### src/hw/rtl/sync_word_packet_deframer_macros.svh
// Assertion macros used by the deframer top level.
`ifndef SYNC_WORD_PACKET_DEFRAMER_MACROS_SVH
`define SYNC_WORD_PACKET_DEFRAMER_MACROS_SVH

// The consequent must hold in the same cycle as the antecedent.
`define SWPD_ASSERT_SAME(label, clk, rst, ante, cons) \
   label: assert property (@(posedge clk) disable iff (rst) (ante) |-> (cons)) \
      else $error("deframer same-cycle check failed");

// The consequent must hold in the cycle after the antecedent.
`define SWPD_ASSERT_NEXT(label, clk, rst, ante, cons) \
   label: assert property (@(posedge clk) disable iff (rst) (ante) |=> (cons)) \
      else $error("deframer next-cycle check failed");

`endif

### src/hw/rtl/swpd_pkg.sv
// Shared types and constants of the sync word packet deframer.
package swpd_pkg;

   localparam logic [31:0] SyncReset = 32'h55AA77CC;

   localparam int QueueDepth = 4;
   localparam int QueuePtrW  = $clog2(QueueDepth);
   localparam int QueueCntW  = $clog2(QueueDepth + 1);

   typedef struct packed {
      logic [7:0]  body_byte;
      logic [31:0] command;
      logic [31:0] body_length;
      logic        first_of_packet;
      logic        last_of_packet;
      logic        empty_packet;
   } rsp_entry_type;

   typedef struct packed {
      logic full;
      logic avail;
   } queue_status_type;

endpackage

### src/hw/rtl/sync_word_packet_deframer.sv
// Top level of the sync word packet deframer.
// Throughput: one word per cycle, sustained; the front end handles each word as it arrives and
// the input stalls only while the four-entry result queue is full.
// Path: a result is written into the result queue at the edge that accepts its word, then
// moved into the output register once that register is empty or being taken.
// Reset (synchronous): sync word 0x55AA77CC, hunting with an empty window, queue empty.
// There is no clearing pass; words are taken from the first cycle after reset.
`include "sync_word_packet_deframer_macros.svh"

module sync_word_packet_deframer (
   input  logic        clock,
   input  logic        reset,
   input  logic        csr_wr_en,
   input  logic [31:0] csr_wr_data,
   input  logic        req_valid,
   output logic        req_stall,
   input  logic [7:0]  req_byte_in,
   output logic        rsp_valid,
   input  logic        rsp_stall,
   output logic [7:0]  rsp_body_byte,
   output logic [31:0] rsp_command,
   output logic [31:0] rsp_body_length,
   output logic        rsp_first_of_packet,
   output logic        rsp_last_of_packet,
   output logic        rsp_empty_packet
);

   swpd_pkg::queue_status_type q_status;
   swpd_pkg::rsp_entry_type    push_entry;
   swpd_pkg::rsp_entry_type    pop_entry;
   swpd_pkg::rsp_entry_type    rsp_entry;
   logic                       push;
   logic                       pop;

   swpd_front u_front (
      .clock       (clock),
      .reset       (reset),
      .csr_wr_en   (csr_wr_en),
      .csr_wr_data (csr_wr_data),
      .req_valid   (req_valid),
      .req_stall   (req_stall),
      .req_byte_in (req_byte_in),
      .q_status    (q_status),
      .push        (push),
      .push_entry  (push_entry)
   );

   swpd_queue u_queue (
      .clock      (clock),
      .reset      (reset),
      .push       (push),
      .push_entry (push_entry),
      .pop        (pop),
      .pop_entry  (pop_entry),
      .q_status   (q_status)
   );

   swpd_back u_back (
      .clock     (clock),
      .reset     (reset),
      .q_status  (q_status),
      .pop_entry (pop_entry),
      .pop       (pop),
      .rsp_valid (rsp_valid),
      .rsp_stall (rsp_stall),
      .rsp_entry (rsp_entry)
   );

   assign rsp_body_byte       = rsp_entry.body_byte;
   assign rsp_command         = rsp_entry.command;
   assign rsp_body_length     = rsp_entry.body_length;
   assign rsp_first_of_packet = rsp_entry.first_of_packet;
   assign rsp_last_of_packet  = rsp_entry.last_of_packet;
   assign rsp_empty_packet    = rsp_entry.empty_packet;

   `SWPD_ASSERT_SAME(a_no_push_when_full, clock, reset, push, !q_status.full)
   `SWPD_ASSERT_SAME(a_no_pop_when_empty, clock, reset, pop, q_status.avail)
   `SWPD_ASSERT_SAME(a_empty_is_whole, clock, reset, rsp_valid && rsp_empty_packet,
      rsp_first_of_packet && rsp_last_of_packet && (rsp_body_byte == 8'd0))

endmodule

### src/hw/rtl/swpd_front.sv
// Front end: accepts words, hunts for the sync word, captures the header and tags body words.
module swpd_front (
   input  logic                       clock,
   input  logic                       reset,
   input  logic                       csr_wr_en,
   input  logic [31:0]                csr_wr_data,
   input  logic                       req_valid,
   output logic                       req_stall,
   input  logic [7:0]                 req_byte_in,
   input  swpd_pkg::queue_status_type q_status,
   output logic                       push,
   output swpd_pkg::rsp_entry_type    push_entry
);

   typedef enum logic [1:0] {
      PH_HUNT = 2'd0,
      PH_HEAD = 2'd1,
      PH_BODY = 2'd2
   } phase_type;

   phase_type   phase_ff, phase_in;
   logic [31:0] sync_word_ff;
   logic [31:0] window_ff, window_in;
   logic [2:0]  fill_ff, fill_in;
   logic [2:0]  hdr_cnt_ff, hdr_cnt_in;
   logic [31:0] command_ff, command_in;
   logic [31:0] length_ff, length_in;
   logic [31:0] left_ff, left_in;
   logic        accept;
   logic        last;

   assign req_stall = q_status.full;
   assign accept    = req_valid && !q_status.full;

   always_comb begin
      phase_in   = phase_ff;
      window_in  = window_ff;
      fill_in    = fill_ff;
      hdr_cnt_in = hdr_cnt_ff;
      command_in = command_ff;
      length_in  = length_ff;
      left_in    = left_ff;
      last       = 1'b0;
      push       = 1'b0;
      push_entry.body_byte       = req_byte_in;
      push_entry.command         = command_ff;
      push_entry.body_length     = length_ff;
      push_entry.first_of_packet = 1'b0;
      push_entry.last_of_packet  = 1'b0;
      push_entry.empty_packet    = 1'b0;
      if (accept) begin
         case (phase_ff)
            PH_HEAD: begin
               for (int i = 0; i < 4; i++) begin
                  if (hdr_cnt_ff[1:0] == 2'(i)) begin
                     if (hdr_cnt_ff[2]) begin
                        length_in[8*i +: 8] = req_byte_in;
                     end else begin
                        command_in[8*i +: 8] = req_byte_in;
                     end
                  end
               end
               hdr_cnt_in = hdr_cnt_ff + 3'd1;
               if (hdr_cnt_ff == 3'd7) begin
                  if (length_in == 32'd0) begin
                     push = 1'b1;
                     push_entry.body_byte       = 8'd0;
                     push_entry.body_length     = length_in;
                     push_entry.first_of_packet = 1'b1;
                     push_entry.last_of_packet  = 1'b1;
                     push_entry.empty_packet    = 1'b1;
                     phase_in  = PH_HUNT;
                     window_in = 32'd0;
                     fill_in   = 3'd0;
                  end else begin
                     left_in  = length_in;
                     phase_in = PH_BODY;
                  end
               end
            end
            PH_BODY: begin
               last = (left_ff[31:1] == 31'd0);
               push = 1'b1;
               push_entry.first_of_packet = (left_ff == length_ff);
               push_entry.last_of_packet  = last;
               left_in = left_ff - 32'd1;
               if (last) begin
                  phase_in  = PH_HUNT;
                  window_in = 32'd0;
                  fill_in   = 3'd0;
               end
            end
            default: begin
               window_in = {req_byte_in, window_ff[31:8]};
               if (fill_ff < 3'd4) begin
                  fill_in = fill_ff + 3'd1;
               end
               if ((fill_ff >= 3'd3) && (window_in == sync_word_ff)) begin
                  phase_in   = PH_HEAD;
                  hdr_cnt_in = 3'd0;
                  window_in  = 32'd0;
                  fill_in    = 3'd0;
               end else begin
                  phase_in = PH_HUNT;
               end
            end
         endcase
      end
   end

   always_ff @(posedge clock) begin
      if (reset) begin
         phase_ff     <= PH_HUNT;
         sync_word_ff <= swpd_pkg::SyncReset;
         window_ff    <= 32'd0;
         fill_ff      <= 3'd0;
         hdr_cnt_ff   <= 3'd0;
         command_ff   <= 32'd0;
         length_ff    <= 32'd0;
         left_ff      <= 32'd0;
      end else begin
         phase_ff   <= phase_in;
         window_ff  <= window_in;
         fill_ff    <= fill_in;
         hdr_cnt_ff <= hdr_cnt_in;
         command_ff <= command_in;
         length_ff  <= length_in;
         left_ff    <= left_in;
         if (csr_wr_en) begin
            sync_word_ff <= csr_wr_data;
         end
      end
   end

endmodule

### src/hw/rtl/swpd_queue.sv
// Short result queue between the front end and the output stage.
module swpd_queue (
   input  logic                       clock,
   input  logic                       reset,
   input  logic                       push,
   input  swpd_pkg::rsp_entry_type    push_entry,
   input  logic                       pop,
   output swpd_pkg::rsp_entry_type    pop_entry,
   output swpd_pkg::queue_status_type q_status
);

   swpd_pkg::rsp_entry_type               entry_ff [swpd_pkg::QueueDepth];
   logic [swpd_pkg::QueuePtrW-1:0]        wr_ptr_ff, wr_ptr_in;
   logic [swpd_pkg::QueuePtrW-1:0]        rd_ptr_ff, rd_ptr_in;
   logic [swpd_pkg::QueueCntW-1:0]        count_ff, count_in;

   localparam logic [swpd_pkg::QueuePtrW-1:0] PtrLast =
      swpd_pkg::QueuePtrW'(swpd_pkg::QueueDepth - 1);
   localparam logic [swpd_pkg::QueuePtrW-1:0] PtrOne = swpd_pkg::QueuePtrW'(1);
   localparam logic [swpd_pkg::QueueCntW-1:0] CntFull =
      swpd_pkg::QueueCntW'(swpd_pkg::QueueDepth);
   localparam logic [swpd_pkg::QueueCntW-1:0] CntOne = swpd_pkg::QueueCntW'(1);

   assign q_status.full  = (count_ff == CntFull);
   assign q_status.avail = (count_ff != '0);
   assign pop_entry      = entry_ff[rd_ptr_ff];

   always_comb begin
      wr_ptr_in = wr_ptr_ff;
      rd_ptr_in = rd_ptr_ff;
      count_in  = count_ff;
      if (push) begin
         wr_ptr_in = (wr_ptr_ff == PtrLast) ? '0 : wr_ptr_ff + PtrOne;
      end
      if (pop) begin
         rd_ptr_in = (rd_ptr_ff == PtrLast) ? '0 : rd_ptr_ff + PtrOne;
      end
      if (push && !pop) begin
         count_in = count_ff + CntOne;
      end else if (pop && !push) begin
         count_in = count_ff - CntOne;
      end
   end

   always_ff @(posedge clock) begin
      if (reset) begin
         wr_ptr_ff <= '0;
         rd_ptr_ff <= '0;
         count_ff  <= '0;
      end else begin
         wr_ptr_ff <= wr_ptr_in;
         rd_ptr_ff <= rd_ptr_in;
         count_ff  <= count_in;
      end
   end

   always_ff @(posedge clock) begin
      if (push) begin
         entry_ff[wr_ptr_ff] <= push_entry;
      end
   end

endmodule

### src/hw/rtl/swpd_back.sv
// Output stage: registers one queued result and holds it while the consumer stalls.
module swpd_back (
   input  logic                       clock,
   input  logic                       reset,
   input  swpd_pkg::queue_status_type q_status,
   input  swpd_pkg::rsp_entry_type    pop_entry,
   output logic                       pop,
   output logic                       rsp_valid,
   input  logic                       rsp_stall,
   output swpd_pkg::rsp_entry_type    rsp_entry
);

   logic                    valid_ff;
   swpd_pkg::rsp_entry_type entry_ff;

   assign pop       = q_status.avail && (!valid_ff || !rsp_stall);
   assign rsp_valid = valid_ff;
   assign rsp_entry = entry_ff;

   always_ff @(posedge clock) begin
      if (reset) begin
         valid_ff <= 1'b0;
      end else if (!valid_ff || !rsp_stall) begin
         valid_ff <= q_status.avail;
      end
   end

   always_ff @(posedge clock) begin
      if (pop) begin
         entry_ff <= pop_entry;
      end
   end

endmodule

### config.mk
export PLATFORM = sky130hd
export DESIGN_NAME = sync_word_packet_deframer
export DESIGN_NICKNAME = d
export VERILOG_FILES = /design/src/hw/rtl/swpd_pkg.sv /design/src/hw/rtl/sync_word_packet_deframer.sv /design/src/hw/rtl/swpd_front.sv /design/src/hw/rtl/swpd_queue.sv /design/src/hw/rtl/swpd_back.sv
export VERILOG_INCLUDE_DIRS = /design/src /design/src/hw/rtl
export SDC_FILE = /design/constraint.sdc
export NUM_CORES = 1
export LEC_CHECK = 0
export ABC_AREA = 1
export BUFFER_PORTS_ARGS = -buffer_cell sky130_fd_sc_hd__buf_4
export CORE_MARGIN = 5
export CORE_UTILIZATION = 45
export CTS_BUF_LIST = sky130_fd_sc_hd__clkbuf_2
export DETAILED_ROUTE_END_ITERATION = 7
export MAX_ROUTING_LAYER = met4
export REMOVE_ABC_BUFFERS = 1
export SKIP_CTS_REPAIR_TIMING = 1
export SLEW_MARGIN = 30
export SYNTH_ARGS = -nofsm -noshare
export SYNTH_HDL_FRONTEND = slang
export SYNTH_HIERARCHICAL = 1
export SYNTH_SLANG_ARGS = --single-unit
### constraint.sdc
create_clock -name clock -period 14.6 [get_ports clock]
set_input_delay 0.73 -clock clock [delete_from_list [all_inputs] [get_ports clock]]
set_output_delay 0.73 -clock clock [all_outputs]
set_load 0.005 [all_outputs]
==> flow_metrics.tcl, run 1 <==
set metrics [dict create \
    syn_area_um2 23240 \
    core_um2 51200 \
    cpMostUsedCell "nand2_1" \
    top_usage_layer "met2" \
    ys_ff_latch 545 \
    cpPeakStageDelay_ns 0.72 \
    area_growth_pct 14.60 \
    start_util_pct 45.40 \
    dieArea_um2 56300 \
    routedWlPerCell_um 17.94 \
    hold_viol 0 \
    viasPerCell 5.191 \
    synthArstFlopShare_pct 0 \
    synth_most_common_cell "edfxtp_1" \
    path_buf_inv 3 \
    antenna_found_initial 1 \
    drive_gt1_share_pct 19.09 \
    max_freq_mhz 214.8 \
    grt_max_degree 98 \
    numCtsBuffers 142 \
    synth_edf_count 375 \
    finalPower_uw 4062 \
    synth_commonest_cells "375 x edfxtp_1, 354 x nand2_1, 333 x nor2_1" \
    path_clk_slew_ns 0.10 \
    p_leak_uw 0.01091 \
    syn-instance-count 2265 \
    period_needed_ns 4.655 \
    cap_violations 0 \
    place_congestion 0.9876 \
    critPathLaunchType "flop" \
    vias 17160 \
    worst_slew_pin_slew_ns 0.9336 \
    fin_nets 2571 \
    cts_tree "yes" \
    grt_pass1_vias 16290 \
    drt_wl_total_um 59280 \
    path_cells "nand2_1 > o21ai_0 > nand2_1 > nor2_1 > nand2_1 > nor2_1 > nand2_1 > nor3_1 > o21ai_0 > inv_1 > nand2_1 > inv_2 > buf_4" \
    grt.overflow.total 0 \
    cp_max_fo 48 \
    io_pins 122 \
    slew_violations 0 \
    synth.area.top_cells "edfxtp_1 48%, dfxtp_1 15%, nand2_1 5.7%" \
    tns_ns 0 \
    cts_root_buffer "clkbuf_2" \
    setup.worst_path.end_class "flop" \
    die_h_um 237.3 \
    portBuffers 121 \
    cp_data_arrival_time_ns 5.48 \
    dp_hpwl_um 36340 \
    avgSynthCellArea_um2 10.26 \
    ir_worst_vdd_mv 0.1373 \
    clkSinkCount 545 \
    required_ns 15.43 \
    slowest_stage "buf_4" \
    final.period_utilization_pct 31.88 \
    num_rows 83 \
    stdcell_area_um2 26640 \
    synth_top_area_share_pct 48.44 \
    use_met1_pct 26.37 \
    yosys.cell_types.count 40 \
    clock_latency_ns 1.27 \
    status "finished clean" \
    hold_path_class "input pin to flop" \
    drt_iter0_markers 1204 \
    finalSetupViolCount 0 \
    yosysWarnings 6 \
    grt_use_met3_pct 4.745 \
    synthFlopType "edfxtp_1" \
    ys_seq_area_share_pct 63.09 \
    grt_pass1_wl_um 90800 \
    die_x_um 237.3 \
    met2_usage_pct 33.89 \
    h-tree-depth 4 \
    drc 0 \
    fin_util_pct 52.03 \
    rsz0062_at_grt "false" \
    clock-skew-final_ns 0.08606 \
    ant_nets 0 \
    yosysTopAreaCell "edfxtp_1" \
    maxSlewHeadroom_pct 37.76 \
    cts.path.max_buffers 3 \
    dr.pass1.iters 6 \
    placed_area_um2 24550 \
    worst-setup-path-type "flop to flop" \
    power_density_nw_per_um2 152.5 \
    grtUsageTotal_pct 21.14 \
    crit_family "buffers and inverters" \
]
==> per-stage QoR <==
stage | hold slack, ns | setup slack [ns] | instances
2_1_floorplan | 0.4408 | 8.460 | 2151
3_3_place_gp | 0.4515 | 10.12 | 2971
3_5_place_dp | 0.4611 | 10.10 | 2971
4_1_cts | -0.5510 | 9.978 | 3230
5_1_grt | 0.1654 | 9.647 | 3305
6_report | 0.2678 | 9.945 | 3305
==> flip-flops by register name (all words and copies together) (netlist names), 2 cells and up, named ones only <==
signal / count
u_queue/wr_ptr_ff: 2
u_front/left_ff: 32
u_queue/count_ff: 3
u_front/command_ff: 32
u_queue/rd_ptr_ff: 2
u_front/window_ff: 24
u_front/fill_ff: 3
u_front/phase_ff: 2
u_queue/entry_ff: 300
u_front/length_ff: 32
u_front/hdr_cnt_ff: 3
u_back/rsp_entry: 75
u_front/sync_word_ff: 32
==> area by class of cell <==
type | count | area, µm²
diodes | 1 | 2.502
clock buffers | 229 | 1146
clock inverters | 30 | 178.9
fillers | 4662 | 24560
inverters | 172 | 654.4
multi-input cells | 1434 | 7327
flip-flops and latches | 545 | 14670
well taps | 680 | 850.8
repair buffers | 214 | 1810
==> cells by family (layout without fill, tap and decap cells) <==
group	after synthesis	after routing	share of synthesized area, %
other	0	1	0
and+or+nand+nor	870	870	16.36
adders and majority gates	17	17	0.9474
buffers and inverters	286	645	5.496
DFF	545	545	63.09
xor gates and xnor gates	39	39	1.469
AOI/OAI and AO/OA	508	508	12.64
==> placed cells by master, fill, tap and decap left out, drive strengths merged, types with 85 or more instances in the layout <==
cell	n
o22ai	85
a21oi	121
buf	142
edfxtp	375
inv	176
clkbuf	229
dfxtp	170
nand2	361
nand3	94
o21ai	296
nor2	378
==> final timing paths <==
kind	start	to	slack [ns]	depth (start not counted)
max	u_front/hdr_cnt_ff[2]	u_queue/entry_ff[3][7]	9.95	13
min	csr_wr_en	u_front/sync_word_ff[0]	0.27	4
max reg2reg	u_front/hdr_cnt_ff[2]	u_queue/entry_ff[3][7]	9.95	13
min reg2reg	u_front/command_ff[1]	u_queue/entry_ff[3][36]	0.47	0
==> worst reg2reg max path, cell delays in order, from the launching register on <==
cell,delay [ns]
dfxtp_1,0.71
nand2_1,0.40
o21ai_0,0.40
nand2_1,0.09
nor2_1,0.12
nand2_1,0.09
nor2_1,0.14
nand2_1,0.13
nor3_1,0.26
o21ai_0,0.15
inv_1,0.23
nand2_1,0.11
inv_2,0.61
buf_4,0.72
==> power by group <==
part	leakage (µW)	internal, µW	total, µW	switching [µW]
combinational	0.00496	396	1060	660
clock	0.00104	448	1060	612
sequential	0.00490	1850	1950	93.1
total	0.0109	2700	4060	1360
==> per-layer routing <==
layer / part of all wire [%] / up-vias
met5: 0 / -
met4: 2.6 / 0
met3: 6.2 / 98
met2: 49 / 556
met1: 42 / 8176
li1: - / 8326
No activity file was read; power rests on OpenSTA's default activity.
==> run 2: changes to the inputs <==
==> constraint.sdc (replaced) <==
create_clock -name clock -period 4.79 [get_ports clock]
set_input_delay 0.2395 -clock clock [delete_from_list [all_inputs] [get_ports clock]]
set_output_delay 0.2395 -clock clock [all_outputs]
set_load 0.005 [all_outputs]
==> flow_metrics.tcl, run 2 (same netlist as run 1, synthesis figures left out) <==
set metrics [dict create \
    grtUsageTotal_pct 21.27 \
    dieArea_um2 56300 \
    cts_tree "yes" \
    dp.cells 2978 \
    fin_nets 2661 \
    hold_viol 0 \
    period_needed_ns 4.019 \
    cpMostUsedCell "nand2_1" \
    die_h_um 237.3 \
    p_leak_uw 0.01132 \
    portBuffers 121 \
    clkSinkCount 545 \
    largest_reg_flops 300 \
    viasPerCell 5.230 \
    cap_violations 0 \
    clock_latency_ns 1.31 \
    area_growth_pct 18.93 \
    place_congestion 0.8912 \
    rsz0062_at_grt "false" \
    final.period_utilization_pct 83.91 \
    vias 17740 \
    drt_wl_total_um 62790 \
    cp.depth 13 \
    grt_pass1_vias 16390 \
    grt_pass1_wl_um 90890 \
    maxSlewHeadroom_pct 39.67 \
    setup.worst_path.end_class "flop" \
    min_path_cells 4 \
    status "finished clean" \
    setup_ws_ns 0.7709 \
    drc 0 \
    path_buf_inv 3 \
    max_freq_mhz 248.8 \
    routedWlPerCell_um 18.51 \
    cp_data_arrival_time_ns 4.94 \
    drt_iter0_markers 1444 \
    power_density_nw_per_um2 456.4 \
    cts.path.max_buffers 3 \
    path_clk_slew_ns 0.10 \
    cts_root_buffer "clkbuf_2" \
    final_cell_count_no_fill 3392 \
    start_util_pct 45.40 \
    top_register "u_queue/entry_ff" \
    worst-setup-path-type "flop to flop" \
    reg2reg_depth 13 \
    place_ws_ns 0.8014 \
    io_pins 122 \
    required_ns 5.71 \
    worst_slew_pin_slew_ns 0.9050 \
    ant_nets 0 \
    slowest_stage "dfxtp_1" \
    finalSetupViolCount 0 \
    grt.overflow.total 0 \
    final_cell_mix "375 x edfxtp_1, 354 x nand2_1, 332 x nor2_1" \
    ir_worst_vdd_mv 0.2891 \
    cpPeakStageDelay_ns 0.69 \
    clock-skew-final_ns 0.09771 \
    dr.pass1.iters 5 \
    drive_gt1_share_pct 18.09 \
    num_rows 83 \
    path_cells "nand2_1 > o21ai_0 > nand2_1 > nor2_1 > nand2_1 > nor2_1 > nand2_1 > nor3_1 > o21ai_0 > inv_1 > nand2_1 > inv_2 > buf_12" \
    slew_violations 0 \
    dp_hpwl_um 36830 \
    cp_max_fo 40 \
    core_um2 51200 \
    h-tree-depth 4 \
    crit_family "simple AND/OR/NAND/NOR gates" \
    hold_path_class "input pin to flop" \
    numCtsBuffers 142 \
    layout_commonest_cell "edfxtp_1" \
    die_x_um 237.3 \
    critPathLaunchType "flop" \
    grt_max_degree 116 \
    antenna_found_initial 3 \
]
run 2: cell count changes in the layout (fill, tap and decap cells not counted), moves of 8 or more:
cell           previous run  this run
buf_12                    1         9
clkbuf_2                229       207
clkinv_1                 19        29
dlygate4sd3_1            72       157
run 2: tightest hold or removal path, cell delays in order:
cell and delay (ns):
dlygate4sd3_1 0.52, buf_4 0.12, a21oi_4 0.05, buf_4 0.25
run 2: report_power, final:
part / internal, µW / leakage [µW] / switching (µW)
sequential: 5650 / 0.00494 / 275
clock: 1390 / 0.00100 / 1920
combinational: 1260 / 0.00538 / 2120
total: 8300 / 0.0113 / 4320
run 2: worst paths after layout:
| check | start | to | slack (ns) |
|---|---|---|---|
| setup / recovery | u_front/hdr_cnt_ff[2] | u_queue/entry_ff[0][44] | 0.77 |
| setup reg to reg | u_front/hdr_cnt_ff[2] | u_queue/entry_ff[0][44] | 0.77 |
| hold / removal | rsp_stall | u_back/rsp_entry[1] | 0.16 |
| hold reg to reg | u_front/command_ff[13] | u_queue/entry_ff[3][48] | 0.45 |
run 2: metal layers:
metal  track usage (%)  wire, µm  up-vias
li1                  -         -     8493
met1             26.61     26320     8445
met2             33.25     30030      661
met3             5.755      4332      141
met4             8.274      2107        0
met5                 -         0        -
run 2: final cells by class:
type,instances,area [µm²]
fillers,4505,23550
clock inverters,46,312.8
clock buffers,207,1036
flip-flops and latches,545,14670
inverters,172,656.9
diodes,4,10.01
multi-input cells,1434,7322
well taps,680,850.8
repair buffers,304,2788
run 2: per-stage QoR:
| step | hold WS (ns) | TNS [ns] | power (µW) | utilization (%) | area, µm² |
|---|---|---|---|---|---|
| after floorplan | 0.3019 | -4.494 | 7903 | - | 22620 |
| after global placement | 0.4494 | 0 | 9267 | 48.27 | 24720 |
| after detailed placement | 0.4544 | 0 | 9303 | 48.27 | 24720 |
| after CTS | -1.054 | 0 | 12640 | 50.91 | 26060 |
| final | 0.1592 | 0 | 12620 | 54.00 | 27650 |
| after global routing | 0.02872 | 0 | 13410 | 54.00 | 27650 |
